<file path="src/design/lltm_pkg.sv">
// shared types, constants and a helper function for the coordinate text parser
// used by every other file in the design folder; depends on nothing

package lltm_pkg;

  // default count of fraction digits kept from the text
  localparam int FracDigitsDefault = 6;

  // field widths
  localparam int ChW     = 8;
  localparam int WholeW  = 10;
  localparam int FracW   = 20;
  localparam int ScaleW  = 3;
  localparam int MagW    = 30;
  localparam int DigitW  = 4;

  // whole-degree saturation point
  localparam logic [WholeW-1:0] WholeMax = 10'd1023;

  // range limits in whole degrees
  localparam logic [WholeW-1:0] LatLimit = 10'd90;
  localparam logic [WholeW-1:0] LonLimit = 10'd360;

  // scale factors in micro-degrees
  localparam logic [MagW-1:0] Micro   = 30'd1000000;
  localparam logic [MagW-1:0] LonSpan = 30'd360000000;

  // character codes
  localparam logic [ChW-1:0] ChMinus = 8'h2D;
  localparam logic [ChW-1:0] ChDot   = 8'h2E;
  localparam logic [ChW-1:0] ChZero  = 8'h30;
  localparam logic [ChW-1:0] ChNine  = 8'h39;
  localparam logic [ChW-1:0] ChUpN   = 8'h4E;
  localparam logic [ChW-1:0] ChLowN  = 8'h6E;
  localparam logic [ChW-1:0] ChUpS   = 8'h53;
  localparam logic [ChW-1:0] ChLowS  = 8'h73;
  localparam logic [ChW-1:0] ChUpE   = 8'h45;
  localparam logic [ChW-1:0] ChLowE  = 8'h65;
  localparam logic [ChW-1:0] ChUpW   = 8'h57;
  localparam logic [ChW-1:0] ChLowW  = 8'h77;

  // result status codes
  typedef enum logic [1:0] {
    STATUS_OK       = 2'd0,
    STATUS_BAD_CHAR = 2'd1,
    STATUS_RANGE    = 2'd2
  } status_t;

  // completed term handed from the character scanner to the result stage
  typedef struct packed {
    logic              lon;
    logic              negative;
    logic              bad_character;
    logic [WholeW-1:0] whole_degrees;
    logic [FracW-1:0]  frac_six;
    logic [ScaleW-1:0] six_digits;
    logic              frac_nonzero;
  } term_t;

  // multiplier that brings a fraction of the given digit count to six digits
  function automatic logic [FracW-1:0] frac_scale(input logic [ScaleW-1:0] kept);
    logic [FracW-1:0] f;
    case (kept)
      3'd0:    f = 20'd1000000;
      3'd1:    f = 20'd100000;
      3'd2:    f = 20'd10000;
      3'd3:    f = 20'd1000;
      3'd4:    f = 20'd100;
      3'd5:    f = 20'd10;
      default: f = 20'd1;
    endcase
    return f;
  endfunction

endpackage

</file>
<file path="src/design/lltm_char_if.sv">
// character request channel: one text character with its mode and end mark
// depends on lltm_pkg for field widths

interface lltm_char_if;
  logic                      valid;
  logic                      ready;
  logic                      func;
  logic [lltm_pkg::ChW-1:0]  ch;
  logic                      last;

  modport source (output valid, output func, output ch, output last, input ready);
  modport sink   (input valid, input func, input ch, input last, output ready);
endinterface

</file>
<file path="src/design/lltm_result_if.sv">
// result request channel: one coordinate in micro-degrees with its status
// depends on lltm_pkg for widths and the status type

interface lltm_result_if;
  logic                             valid;
  logic                             ready;
  logic signed [lltm_pkg::MagW-1:0] micro_degrees;
  lltm_pkg::status_t                status;

  modport source (output valid, output micro_degrees, output status, input ready);
  modport sink   (input valid, input micro_degrees, input status, output ready);
endinterface

</file>
<file path="src/design/lltm_scan.sv">
// per-character scanner: keeps sign, dot state and decimal digits of one term
// depends on lltm_pkg; presents the finished term for the character marked last

module lltm_scan #(
  parameter int FRAC_DIGITS = lltm_pkg::FracDigitsDefault
) (
  input  logic                     clk,
  input  logic                     rst,
  input  logic                     take,
  input  logic                     func,
  input  logic [lltm_pkg::ChW-1:0] ch,
  input  logic                     last,
  output lltm_pkg::term_t          term
);

  localparam int CntW    = $clog2(FRAC_DIGITS + 1);
  localparam int SixKeep = (FRAC_DIGITS < 6) ? FRAC_DIGITS : 6;
  localparam int WholeW  = lltm_pkg::WholeW;
  localparam int FracW   = lltm_pkg::FracW;
  localparam int ScaleW  = lltm_pkg::ScaleW;
  localparam int DigitW  = lltm_pkg::DigitW;
  localparam int ProdW   = WholeW + DigitW;
  localparam logic [CntW-1:0] CntMax = CntW'(FRAC_DIGITS);
  localparam logic [CntW-1:0] SixMax = CntW'(SixKeep);

  logic              negative, negative_next;
  logic              dot_seen, dot_seen_next;
  logic              number_ended, number_ended_next;
  logic [WholeW-1:0] whole_degrees, whole_degrees_next;
  logic [FracW-1:0]  frac_six, frac_six_next;
  logic [CntW-1:0]   fraction_digits, fraction_digits_next;
  logic              frac_nonzero, frac_nonzero_next;
  logic              bad_character, bad_character_next;

  logic              is_digit;
  logic [DigitW-1:0] digit;
  logic [ProdW-1:0]  whole_prod;
  logic [CntW-1:0]   six_cnt;

  assign is_digit   = (ch >= lltm_pkg::ChZero) && (ch <= lltm_pkg::ChNine);
  assign digit      = ch[DigitW-1:0];
  assign whole_prod = ProdW'(whole_degrees) * ProdW'(10) + ProdW'(digit);

  // character classification and digit accumulation
  always_comb begin
    negative_next        = negative;
    dot_seen_next        = dot_seen;
    number_ended_next    = number_ended;
    whole_degrees_next   = whole_degrees;
    frac_six_next        = frac_six;
    fraction_digits_next = fraction_digits;
    frac_nonzero_next    = frac_nonzero;
    bad_character_next   = bad_character;
    if (ch == lltm_pkg::ChMinus) begin
      negative_next = 1'b1;
    end else if (is_digit) begin
      if (!number_ended) begin
        if (!dot_seen) begin
          whole_degrees_next = (whole_prod > ProdW'(lltm_pkg::WholeMax)) ?
                               lltm_pkg::WholeMax : whole_prod[WholeW-1:0];
        end else if (fraction_digits < CntMax) begin
          fraction_digits_next = fraction_digits + CntW'(1);
          frac_nonzero_next    = frac_nonzero | (digit != '0);
          if (fraction_digits < SixMax) begin
            frac_six_next = frac_six * FracW'(10) + FracW'(digit);
          end
        end
      end
    end else if (ch == lltm_pkg::ChDot) begin
      if (dot_seen) begin
        number_ended_next = 1'b1;
      end else begin
        dot_seen_next = 1'b1;
      end
    end else if (!func && (ch == lltm_pkg::ChUpN || ch == lltm_pkg::ChLowN)) begin
      negative_next = 1'b0;
    end else if (!func && (ch == lltm_pkg::ChUpS || ch == lltm_pkg::ChLowS)) begin
      negative_next = 1'b1;
    end else if (func && (ch == lltm_pkg::ChUpE || ch == lltm_pkg::ChLowE)) begin
      negative_next = 1'b0;
    end else if (func && (ch == lltm_pkg::ChUpW || ch == lltm_pkg::ChLowW)) begin
      negative_next = 1'b1;
    end else begin
      bad_character_next = 1'b1;
    end
  end

  // finished term as it stands after this character
  assign six_cnt = (fraction_digits_next > SixMax) ? SixMax : fraction_digits_next;

  always_comb begin
    term.lon           = func;
    term.negative      = negative_next;
    term.bad_character = bad_character_next;
    term.whole_degrees = whole_degrees_next;
    term.frac_six      = frac_six_next;
    term.six_digits    = ScaleW'(six_cnt);
    term.frac_nonzero  = frac_nonzero_next;
  end

  // term state, cleared on reset and after the last character
  always_ff @(posedge clk) begin
    if (rst || (take && last)) begin
      negative        <= 1'b0;
      dot_seen        <= 1'b0;
      number_ended    <= 1'b0;
      whole_degrees   <= '0;
      frac_six        <= '0;
      fraction_digits <= '0;
      frac_nonzero    <= 1'b0;
      bad_character   <= 1'b0;
    end else if (take) begin
      negative        <= negative_next;
      dot_seen        <= dot_seen_next;
      number_ended    <= number_ended_next;
      whole_degrees   <= whole_degrees_next;
      frac_six        <= frac_six_next;
      fraction_digits <= fraction_digits_next;
      frac_nonzero    <= frac_nonzero_next;
      bad_character   <= bad_character_next;
    end
  end

endmodule

</file>
<file path="src/design/lltm_scale.sv">
// result logic: range check, fixed-point scaling and sign rule of one term
// depends on lltm_pkg for the term structure, constants and status codes

module lltm_scale (
  input  lltm_pkg::term_t                  term,
  output logic signed [lltm_pkg::MagW-1:0] micro_degrees,
  output lltm_pkg::status_t                status
);

  localparam int MagW  = lltm_pkg::MagW;
  localparam int FracW = lltm_pkg::FracW;

  logic [lltm_pkg::WholeW-1:0] limit;
  logic [MagW-1:0]             whole_mag;
  logic [FracW-1:0]            frac6;
  logic [MagW-1:0]             mag;
  logic [MagW-1:0]             value;

  // magnitude in micro-degrees
  assign limit     = term.lon ? lltm_pkg::LonLimit : lltm_pkg::LatLimit;
  assign whole_mag = MagW'(term.whole_degrees) * lltm_pkg::Micro;
  assign frac6     = term.frac_six * lltm_pkg::frac_scale(term.six_digits);
  assign mag       = whole_mag + MagW'(frac6);

  // status priority and sign rule
  always_comb begin
    value = '0;
    if (term.bad_character) begin
      status = lltm_pkg::STATUS_BAD_CHAR;
    end else if ((term.whole_degrees > limit) ||
                 ((term.whole_degrees == limit) && term.frac_nonzero)) begin
      status = lltm_pkg::STATUS_RANGE;
    end else begin
      status = lltm_pkg::STATUS_OK;
      if (term.lon) begin
        value = term.negative ? (lltm_pkg::LonSpan - mag) : mag;
      end else begin
        value = term.negative ? (MagW'(0) - mag) : mag;
      end
    end
  end

  assign micro_degrees = $signed(value);

endmodule

</file>
<file path="src/design/lat_lon_text_to_microdegrees_core.sv">
// Coordinate text parser: turns one latitude or longitude term, sent one
// ASCII character per request on the text channel, into a signed count of
// micro-degrees on the coord channel.
//
// Each text request carries func (0 latitude, 1 longitude), ch and last.
// Digits, one dot and further fraction digits build the number; '-', N/S
// or E/W set the sign and the last such character wins; a second dot ends
// the number. The request with last set yields exactly one coord request:
// latitude signed within 90 degrees, longitude 0..360 with west taken as
// 360 minus the value, or 0 with status 1 (bad character) or 2 (range).
//
// Throughput is one character per cycle while the term register is free or
// can move on. After its last character is accepted, a coord request
// passes two registers: one for the finished term, one for the scaled
// result. The scanner multiplies its sums by ten; the result stage scales
// by one million and a power of ten. When coord is stalled, the term
// register holds one more finished term and text keeps taking characters
// until it is full. Reset clears the term in progress and both valid flags.
// depends on lltm_pkg, lltm_char_if, lltm_result_if, lltm_scan, lltm_scale

module lat_lon_text_to_microdegrees_core #(
  parameter int FRAC_DIGITS = lltm_pkg::FracDigitsDefault
) (
  input  logic                 clk,
  input  logic                 rst,
  lltm_char_if.sink            text,
  lltm_result_if.source        coord
);

  lltm_pkg::term_t                  term_next;
  lltm_pkg::term_t                  term;
  logic                             term_valid;
  logic signed [lltm_pkg::MagW-1:0] result_value;
  lltm_pkg::status_t                result_status;
  logic signed [lltm_pkg::MagW-1:0] micro_degrees;
  lltm_pkg::status_t                status;
  logic                             coord_valid;
  logic                             out_free;
  logic                             term_move;
  logic                             take;

  // handshake control
  assign out_free   = !coord_valid || coord.ready;
  assign term_move  = term_valid && out_free;
  assign text.ready = !term_valid || out_free;
  assign take       = text.valid && text.ready;

  // per-character scanner
  lltm_scan #(
    .FRAC_DIGITS(FRAC_DIGITS)
  ) u_scan (
    .clk  (clk),
    .rst  (rst),
    .take (take),
    .func (text.func),
    .ch   (text.ch),
    .last (text.last),
    .term (term_next)
  );

  // finished term register
  always_ff @(posedge clk) begin
    if (rst) begin
      term_valid <= 1'b0;
    end else if (take && text.last) begin
      term_valid <= 1'b1;
    end else if (term_move) begin
      term_valid <= 1'b0;
    end
  end

  always_ff @(posedge clk) begin
    if (take && text.last) begin
      term <= term_next;
    end
  end

  // scaling and range check
  lltm_scale u_scale (
    .term          (term),
    .micro_degrees (result_value),
    .status        (result_status)
  );

  // result register
  always_ff @(posedge clk) begin
    if (rst) begin
      coord_valid <= 1'b0;
    end else if (term_move) begin
      coord_valid <= 1'b1;
    end else if (coord.ready) begin
      coord_valid <= 1'b0;
    end
  end

  always_ff @(posedge clk) begin
    if (term_move) begin
      micro_degrees <= result_value;
      status        <= result_status;
    end
  end

  assign coord.valid         = coord_valid;
  assign coord.micro_degrees = micro_degrees;
  assign coord.status        = status;

endmodule

</file>
<file path="src/flat_wrapper.sv">
// flat-port wrapper written by rule: the top's interface ports become plain ports
module lat_lon_text_to_microdegrees_core_flat 
#(
  parameter int FRAC_DIGITS = lltm_pkg::FracDigitsDefault
)
  (clk, rst, text_valid, text_func, text_ch, text_last, text_ready, coord_valid, coord_micro_degrees, coord_status, coord_ready);
  lltm_char_if text_i ();
  lltm_result_if coord_i ();
  input  logic clk;
  input  logic rst;
  input wire logic [$bits(text_i.valid)-1:0] text_valid;
  input wire logic [$bits(text_i.func)-1:0] text_func;
  input wire logic [$bits(text_i.ch)-1:0] text_ch;
  input wire logic [$bits(text_i.last)-1:0] text_last;
  output wire logic [$bits(text_i.ready)-1:0] text_ready;
  output wire logic [$bits(coord_i.valid)-1:0] coord_valid;
  output wire logic [$bits(coord_i.micro_degrees)-1:0] coord_micro_degrees;
  output wire logic [$bits(coord_i.status)-1:0] coord_status;
  input wire logic [$bits(coord_i.ready)-1:0] coord_ready;
  assign text_i.valid = text_valid;
  assign text_i.func = text_func;
  assign text_i.ch = text_ch;
  assign text_i.last = text_last;
  assign text_ready = text_i.ready;
  assign coord_valid = coord_i.valid;
  assign coord_micro_degrees = coord_i.micro_degrees;
  assign coord_status = coord_i.status;
  assign coord_i.ready = coord_ready;
  lat_lon_text_to_microdegrees_core #(.FRAC_DIGITS(FRAC_DIGITS)) u_core (.clk(clk), .rst(rst), .text(text_i), .coord(coord_i));
endmodule
</file>
<file path="config.mk">
export PLATFORM = sky130hd
export DESIGN_NAME = lat_lon_text_to_microdegrees_core_flat
export DESIGN_NICKNAME = d
export VERILOG_FILES = /design/src/design/lltm_pkg.sv /design/src/design/lltm_char_if.sv /design/src/design/lltm_result_if.sv /design/src/design/lltm_scan.sv /design/src/design/lltm_scale.sv /design/src/design/lat_lon_text_to_microdegrees_core.sv /design/src/flat_wrapper.sv
export SDC_FILE = /design/constraint.sdc
export NUM_CORES = 1
export LEC_CHECK = 0
export ABC_AREA = 1
export BUFFER_PORTS_ARGS = -buffer_cell sky130_fd_sc_hd__buf_4
export CAP_MARGIN = 20
export CORE_UTILIZATION = 59
export CTS_CLUSTER_SIZE = 24
export DETAILED_ROUTE_END_ITERATION = 8
export PLACE_DENSITY = 0.79
export RECOVER_POWER = 100
export SETUP_SLACK_MARGIN = 0.4
export SYNTH_ARGS = -nofsm -noshare
export SYNTH_HDL_FRONTEND = slang
export SYNTH_SLANG_ARGS = --single-unit
export TNS_END_PERCENT = 1
</file>
<file path="constraint.sdc">
create_clock -name clk -period 9.1 [get_ports clk]
set_input_delay 0.91 -clock clk [delete_from_list [all_inputs] [get_ports clk]]
set_output_delay 0.91 -clock clk [all_outputs]
set_load 0.01 [all_outputs]
</file>
==> summary.txt, run 1 <==
Power and ir drop
  • Total power: 0.005476 W
  • VDD IR-drop max: 0.0003468 V
  • Switching power: 0.003102 W
  • Switch share: 56.65%
  • Seq pwr share: 10.8%
  • Power share of the clock group: 7.8%
  • Leak pwr: 9.894 nW
  • Pint: 0.002374 W
  • PD cells: 286.7 mW/mm²
  • Combinational Power Share: 81.4%

Timing
  • Max Clk Rate: 113.1 MHz
  • Max Slew Vio Count: 113
  • Worst Skew: 11.17 ps
  • Final worst setup slack: 261.1 ps
  • Hold WS: 490.5 ps
  • RSZ-0062 raised after global routing: yes
  • Finish-stage setup viols: 0
  • Slew @ Worst Pin: 1954 ps
  • Final worst-path cycle share: 97.13%
  • Fin crit period: 8839 ps
  • Final Hold Vio Count: 0
  • Final setup TNS: 0 ps
  • Slew headroom: -30.28%

Die
  • # rows: 61
  • Core area: 0.02793 mm²
  • Die area: 0.02923 mm²
  • IO Pins: 48
  • Die Wd: 171.0 µm
  • Initial Utilization: 60.31%
  • Die Y: 171.0 µm

Worst setup path
  • CP delay by family, top: adder cells
  • Worst Path Arrival: 8960 ps
  • Worst path max stage delay: 540 ps
  • Cell mode on critical path: fa_1
  • Crit Path Max Fanout: 5
  • Buffer and inverter count on the worst path: 9
  • Worst Path Class, Setup: reg -> reg
  • Slowest-stage cell, CP: fa_1
  • Required @ worst endpoint: 9220 ps
  • CP Launch Type: register
  • Crit. End Element: register

Min path
  • Worst min-delay path category: reg -> reg

Status
  • Failing checks: capacitance limit, slew limit
  • Status: complete, but fails checks

Route
  • WL per Instance: 16.08 µm
  • Routed Antenna Nets: 0
  • DR vias: 14,984
  • Drt pass-1 iters: 8
  • Drt initial violations: 1,049
  • WL final: 43.81 mm
  • DRC viols: 0
  • Vias per cell: 5.501

Logic synthesis
  • Largest family of logic cells by synthesized area: adder cells
  • Synth Cell Area: 0.01685 mm²
  • Syn nets: 2,619
  • Simple-Gate Fraction of Synth Area: 22.03%
  • Netlist cell types: 56
  • Number of enable flip-flop cells after synthesis: 69
  • Cell accounting for the most synthesized area: fa_1
  • Fraction of synthesized area in multiplexers: 0%
  • Synth Area per Inst: 7.541 µm²
  • Ys Warns: 0
  • Xor/xnor cell area share of the yosys netlist: 5.110%
  • Prevailing post-synth register cell: edfxtp_1
  • Synth top area share: 18.18%
  • Most common library cells after synthesis: inv_1, nand2_1, nor2_1
  • Fraction of registers with async set/reset: 0%
  • Adder-cell share of the synthesized area: 34.37%
  • Compound-Gate Fraction of Synth Area: 9.424%
  • Synth Register Bits: 109
  • Cells after Synth: 2,234
  • Most frequent cell after synthesis: inv_1
  • Synth top area cells: fa_1, ha_1, edfxtp_1, inv_1, nand2_1
  • Seq/Total Area, Yosys: 17.05%

Clocking
  • Clk slew on worst S/H paths: 90 ps
  • Post-CTS Hold Fix Bufs: 0
  • H-tree Lvls: 3
  • Clock sink total: 109
  • CTS tree: yes
  • Worst skew pair latency: 370 ps
  • Buffer depth of the longest clock path: 2
  • Root Buffer: clkbuf_16
  • CTS Buf Count: 9

Global routing
  • Total gr overflow: 0
  • Vias in the first global route: 14,576
  • Initial antenna violation count: 0
  • First-pass GRT wire length: 69.33 mm
  • Largest net degree at the start of global routing: 42
  • GRT Total Usage: 29.89%

Placed design
  • Detailed placer's ending HPWL: 33.71 mm
  • IO buf count: 47
  • Setup WS pre-CTS: 57.17 ps
  • GPL Wtd Cong: 0.9793

Final layout
  • Area Growth Syn to Fin: 13.38%
  • Core Util, Final: 68.38%
  • Layout fillers: 2,310
  • Nets: 2,726
  • N_diodes: 0
  • Layout cell share with drive strength beyond 1: 14.41%

Job
  • Max Cap Viol: 3
==> sequential cells by signal, indices dropped and copies added, names as in the netlist, 2 cells and up <==
signal,count
u_core.coord.micro_degrees,30
u_core.coord.status,2
u_core.term,37
u_core.u_scan.frac_six,20
u_core.u_scan.fraction_digits,3
u_core.u_scan.whole_degrees,10
==> power by group through the flow <==
stage / combinational, W / clock, W / sequential, W
after floorplan: 0.00269 / 0 / 0.000594
after global placement: 0.00334 / 0 / 0.000601
after detailed placement: 0.00343 / 0 / 0.000602
after CTS: 0.00358 / 0.000425 / 0.000590
after global routing: 0.00493 / 0.000446 / 0.000595
final: 0.00446 / 0.000425 / 0.000591
==> tightest hold or removal path, stage by stage, from the launching register on <==
cell     delay (ps)
dfxtp_1         320
inv_1            60
a21oi_1          60
==> logic make-up after synthesis <==
| logic type | Yosys count |
|---|---|
| AO/OA/AOI/OAI | 281 |
| adder cells (fa/ha/maj) | 371 |
| flip-flops | 109 |
| AND/OR/NAND/NOR | 850 |
| buffers and inverters | 529 |
| XOR/XNOR | 94 |
==> path summary, 6_finish.rpt <==
kind	startpoint	to	slack, ps	cells past startpoint
max	u_core.term[2]	u_core.coord.micro_degrees[25]	260	43
min	u_core.term_valid	u_core.coord.valid	490	2
max reg2reg	u_core.term[2]	u_core.coord.micro_degrees[25]	260	43
min reg2reg	u_core.term_valid	u_core.coord.valid	490	2
==> per-stage QoR <==
step / area, µm² / instances
after detailed placement: 17750 / 2655
after global routing: 19100 / 2724
after CTS: 18240 / 2681
after floorplan: 16850 / 2234
final: 19100 / 2724
after global placement: 17750 / 2655
==> cell usage in the layout (no fill, tap or decap), drive strengths merged, types with 2 or more instances in the layout <==
cell type  synthesis  routed
xor2              63      63
nand4             28      28
nor3              21      21
a21o               4       4
o2111ai            2       2
a31oi              6       6
edfxtp            69      69
o311ai             2       2
o21bai            11      11
o21a               3       3
nor4               4       4
o22a               3       3
clkbuf            26      52
a211oi             7       7
inv              489     491
fa               153     153
ha               218     218
nor2             249     249
nand2            437     437
o31ai              5       5
clkinv             6      10
nand3             95      95
o211ai             2       2
xnor2             31      31
o22ai              2       2
or2                9       9
o21ai            107     107
nand3b             6       6
buf                8      87
dfxtp             40      40
a21oi            121     121
==> repair_timing <==
| action | 4_1_cts | 5_1_grt |
|---|---|---|
| gates resized for setup | 27 | 178 |
| pin swaps | 11 | 99 |
| setup endpoints to repair | 11 | 14 |
| setup buffers | 10 | 42 |
==> routing by layer <==
metal	routed length, µm	vias to the layer above	GRT usage, %
li1	-	7229	-
met1	18850	7070	40.22
met2	20720	573	50.23
met3	3022	112	4.210
met4	1212	0	7.919
met5	0	-	0
==> area by class of cell <==
| cell class | count | area [µm²] | share of cell area (%) |
|---|---|---|---|
| clock buffer | 9 | 225.2 | 1.179 |
| clock inverter | 7 | 83.83 | 0.4389 |
| inverter | 495 | 1889 | 9.891 |
| multi-input combinational | 1596 | 12690 | 66.41 |
| sequential | 109 | 2873 | 15.04 |
| tap | 378 | 473.0 | 2.476 |
| timing repair buffer | 130 | 872.1 | 4.565 |
Power figures use the tool's default switching activity.
==> run 2, diff against run 1 <==
--- a/config.mk
+++ b/config.mk
@@ -9,11 +9,12 @@
 export BUFFER_PORTS_ARGS = -buffer_cell sky130_fd_sc_hd__buf_4
 export CAP_MARGIN = 20
 export CORE_UTILIZATION = 59
+export CTS_CLUSTER_DIAMETER = 60
 export CTS_CLUSTER_SIZE = 24
 export DETAILED_ROUTE_END_ITERATION = 8
 export PLACE_DENSITY = 0.79
 export RECOVER_POWER = 100
-export SETUP_SLACK_MARGIN = 0.4
+export SETUP_SLACK_MARGIN = 0.3
 export SYNTH_ARGS = -nofsm -noshare
 export SYNTH_HDL_FRONTEND = slang
 export SYNTH_SLANG_ARGS = --single-unit
==> run 2 against run 1 <==
The flow still finishes with violations (capacitance limit, slew limit). Routed wire length decreased by 3.1%. Combinational power decreased by 9.0%. Sequential cell count unchanged. Sequential share of layout area increased by 0.42 points. First-iteration DRC count decreased by 3.9%. Clock power about the same.
==> summary.txt, run 2 (synthesis gave the netlist of run 1 again) <==
Timing
  • Hold WS: 490.5 ps (about the same)
  • Final Hold Vio Count: 0 (unchanged)
  • RSZ-0062 raised after global routing: yes (unchanged)
  • Final worst-path cycle share: 97.05% (was 97.13%)
  • Slew headroom: -30.50% (was -30.28%)
  • Slew @ Worst Pin: 1958 ps (was 1954 ps)
  • Worst Skew: 12.04 ps (was 11.17 ps)
  • Max Clk Rate: 113.2 MHz (was 113.1 MHz)
  • Fin crit period: 8832 ps (was 8839 ps)
  • Finish-stage setup viols: 0 (unchanged)
  • Final setup TNS: 0 ps (unchanged)
  • Max Slew Vio Count: 113 (unchanged)

Global routing
  • Vias in the first global route: 14,504 (was 14,576)
  • GRT Total Usage: 29.77% (was 29.89%)
  • Largest net degree at the start of global routing: 42 (unchanged)
  • Initial antenna violation count: 0 (unchanged)
  • First-pass GRT wire length: 69.07 mm (was 69.33 mm)
  • Total gr overflow: 0 (unchanged)

Final layout
  • Multi-input logic area: 0.01241 mm² (was 0.01269 mm²)
  • Non-filler instance count after layout: 2,700 (was 2,724)
  • Area Growth Syn to Fin: 10.33% (was 13.38%)
  • Layout cell share with drive strength beyond 1: 11.58% (was 14.41%)
  • Nets: 2,702 (was 2,726)
  • Most frequent cells in the layout: inv_1, nand2_1, nor2_1, ha_1, fa_1 (unchanged)
  • Register area: 0.002873 mm² (unchanged)
  • Layout fillers: 2,419 (was 2,310)
  • Leading cell type in the layout, fill and taps excluded: inv_1 (unchanged)
  • N_diodes: 0 (unchanged)
  • Largest register by flop count: u_core.term (unchanged)
  • Biggest regs: u_core.term x37, u_core.coord.micro_degrees x30, u_core.u_scan.frac_six x20 (unchanged)
  • Max reg flops: 37 (unchanged)

Worst setup path
  • Worst path max stage delay: 540 ps (about the same)
  • Cell mode on critical path: fa_1 (unchanged)
  • Crit. End Element: register (unchanged)
  • Worst Path Arrival: 8940 ps (was 8960 ps)
  • Crit Path Max Fanout: 6 (was 5)
  • CP Launch Type: register (unchanged)
  • CP delay by family, top: adder cells (unchanged)
  • Required @ worst endpoint: 9200 ps (was 9220 ps)
  • Slowest-stage cell, CP: fa_1 (unchanged)
  • Worst Path Class, Setup: reg -> reg (unchanged)
  • Buffer and inverter count on the worst path: 9 (unchanged)

Clocking
  • Buffer depth of the longest clock path: 2 (unchanged)
  • Clk slew on worst S/H paths: 90 ps (about the same)
  • CTS tree: yes (unchanged)
  • Clock sink total: 109 (unchanged)
  • CTS Buf Count: 9 (unchanged)
  • Post-CTS Hold Fix Bufs: 0 (unchanged)
  • Root Buffer: clkbuf_16 (unchanged)
  • Worst skew pair latency: 370 ps (about the same)
  • H-tree Lvls: 3 (unchanged)

Power and ir drop
  • Leak pwr: 9.778 nW (was 9.894 nW)
  • Switching power: 0.002885 W (was 0.003102 W)
  • Seq pwr share: 11.6% (was 10.8%)
  • PD cells: 273.4 mW/mm² (was 286.7 mW/mm²)
  • Switch share: 56.76% (was 56.65%)
  • VDD IR-drop max: 0.0003431 V (was 0.0003468 V)
  • Combinational Power Share: 80.0% (was 81.4%)
  • Power share of the clock group: 8.4% (was 7.8%)
  • Pint: 0.002197 W (was 0.002374 W)

Status
  • Failing checks: capacitance limit, slew limit (unchanged)
  • Status: complete, but fails checks (unchanged)

Route
  • WL final: 42.44 mm (was 43.81 mm)
  • WL per Instance: 15.72 µm (was 16.08 µm)
  • Routed Antenna Nets: 0 (unchanged)
  • Drt initial violations: 1,008 (was 1,049)
  • DRC viols: 0 (unchanged)
  • DR vias: 14,823 (was 14,984)
  • Drt pass-1 iters: 7 (was 8)
  • Vias per cell: 5.490 (was 5.501)

Die
  • Initial Utilization: 60.31% (unchanged)
  • Core area: 0.02793 mm² (unchanged)
  • # rows: 61 (unchanged)
  • Die Wd: 171.0 µm (unchanged)
  • Die Y: 171.0 µm (unchanged)
  • IO Pins: 48 (unchanged)
  • Die area: 0.02923 mm² (unchanged)

Placed design
  • Detailed placer's ending HPWL: 33.71 mm (unchanged)
  • Placed insts: 2,655 (unchanged)
  • IO buf count: 47 (unchanged)
  • GPL Wtd Cong: 0.9793 (unchanged)

Min path
  • Worst min-delay path category: reg -> reg (unchanged)

Job
  • Max Cap Viol: 3 (unchanged)
## run 2: cell count changes in the layout (fill, tap and decap cells not counted), moves of 3 or more
cell,before,now
nor2_4,21,16
ha_1,196,205
nand2_2,46,38
o21ai_1,10,7
nand2_1,381,391
ha_4,17,8
inv_1,460,470
inv_2,21,13
buf_6,9,1
nor2_1,197,208
buf_4,76,62
nor2_2,31,25
## run 2: worst paths after layout
| path | startpoint | endpoint | slack, ps | cells past startpoint |
|---|---|---|---|---|
| min reg2reg | u_core.term_valid | u_core.coord.valid | 490 | 2 |
| max | u_core.term[2] | u_core.coord.micro_degrees[20] | 270 | 41 |
| max reg2reg | u_core.term[2] | u_core.coord.micro_degrees[20] | 270 | 41 |
| min | u_core.term_valid | u_core.coord.valid | 490 | 2 |
## run 2: repair_timing
action,CTS,global route
resized for setup,19,108
setup endpoints to repair,10,14
setup buffers,8,20
gates cloned,0,0
pin swaps,7,56
## run 2: power groups by stage
stage	registers [W]	logic [W]	clock network, W
6_report	0.000591	0.00406	0.000426
5_1_grt	0.000595	0.00454	0.000446
4_1_cts	0.000590	0.00356	0.000425
3_5_place_dp	0.000602	0.00343	0
3_3_place_gp	0.000601	0.00334	0
2_1_floorplan	0.000594	0.00269	0
## run 2: layer usage
metal / up-vias / wire, µm / part of all wire, % / GRT usage, %
li1: 7175 / - / - / -
met1: 7033 / 18600 / 44 / 40.32
met2: 529 / 20090 / 47 / 49.79
met3: 86 / 2757 / 6.5 / 4.002
met4: 0 / 996 / 2.3 / 8.075
met5: - / 0 / 0 / 0
## run 2: tightest hold or removal path, delay by kind of cell, from the launching register on
kind,cells,cell delay (ps)
buffers and inverters,1,60
AOI/OAI and AO/OA,1,60
DFF,1,320
## run 2: cell type report
class	count	area share, %
Clock buffer	9	1.212
Clock inverter	7	0.4510
Inverter	495	10.12
Multi-Input combinational cell	1596	66.76
Sequential cell	109	15.46
Tap cell	378	2.544
Timing Repair Buffer	106	3.453
## run 2: stage by stage
step	total power [W]	worst slack (ps)	cell area [µm²]	util, %
2_1_floorplan	0.003283	535.8	16850	-
3_3_place_gp	0.003942	330.5	17750	63.55
3_5_place_dp	0.004033	57.17	17750	63.55
4_1_cts	0.004572	304.9	18180	65.09
5_1_grt	0.005584	-171.8	18590	66.54
6_report	0.005082	268.4	18590	66.54
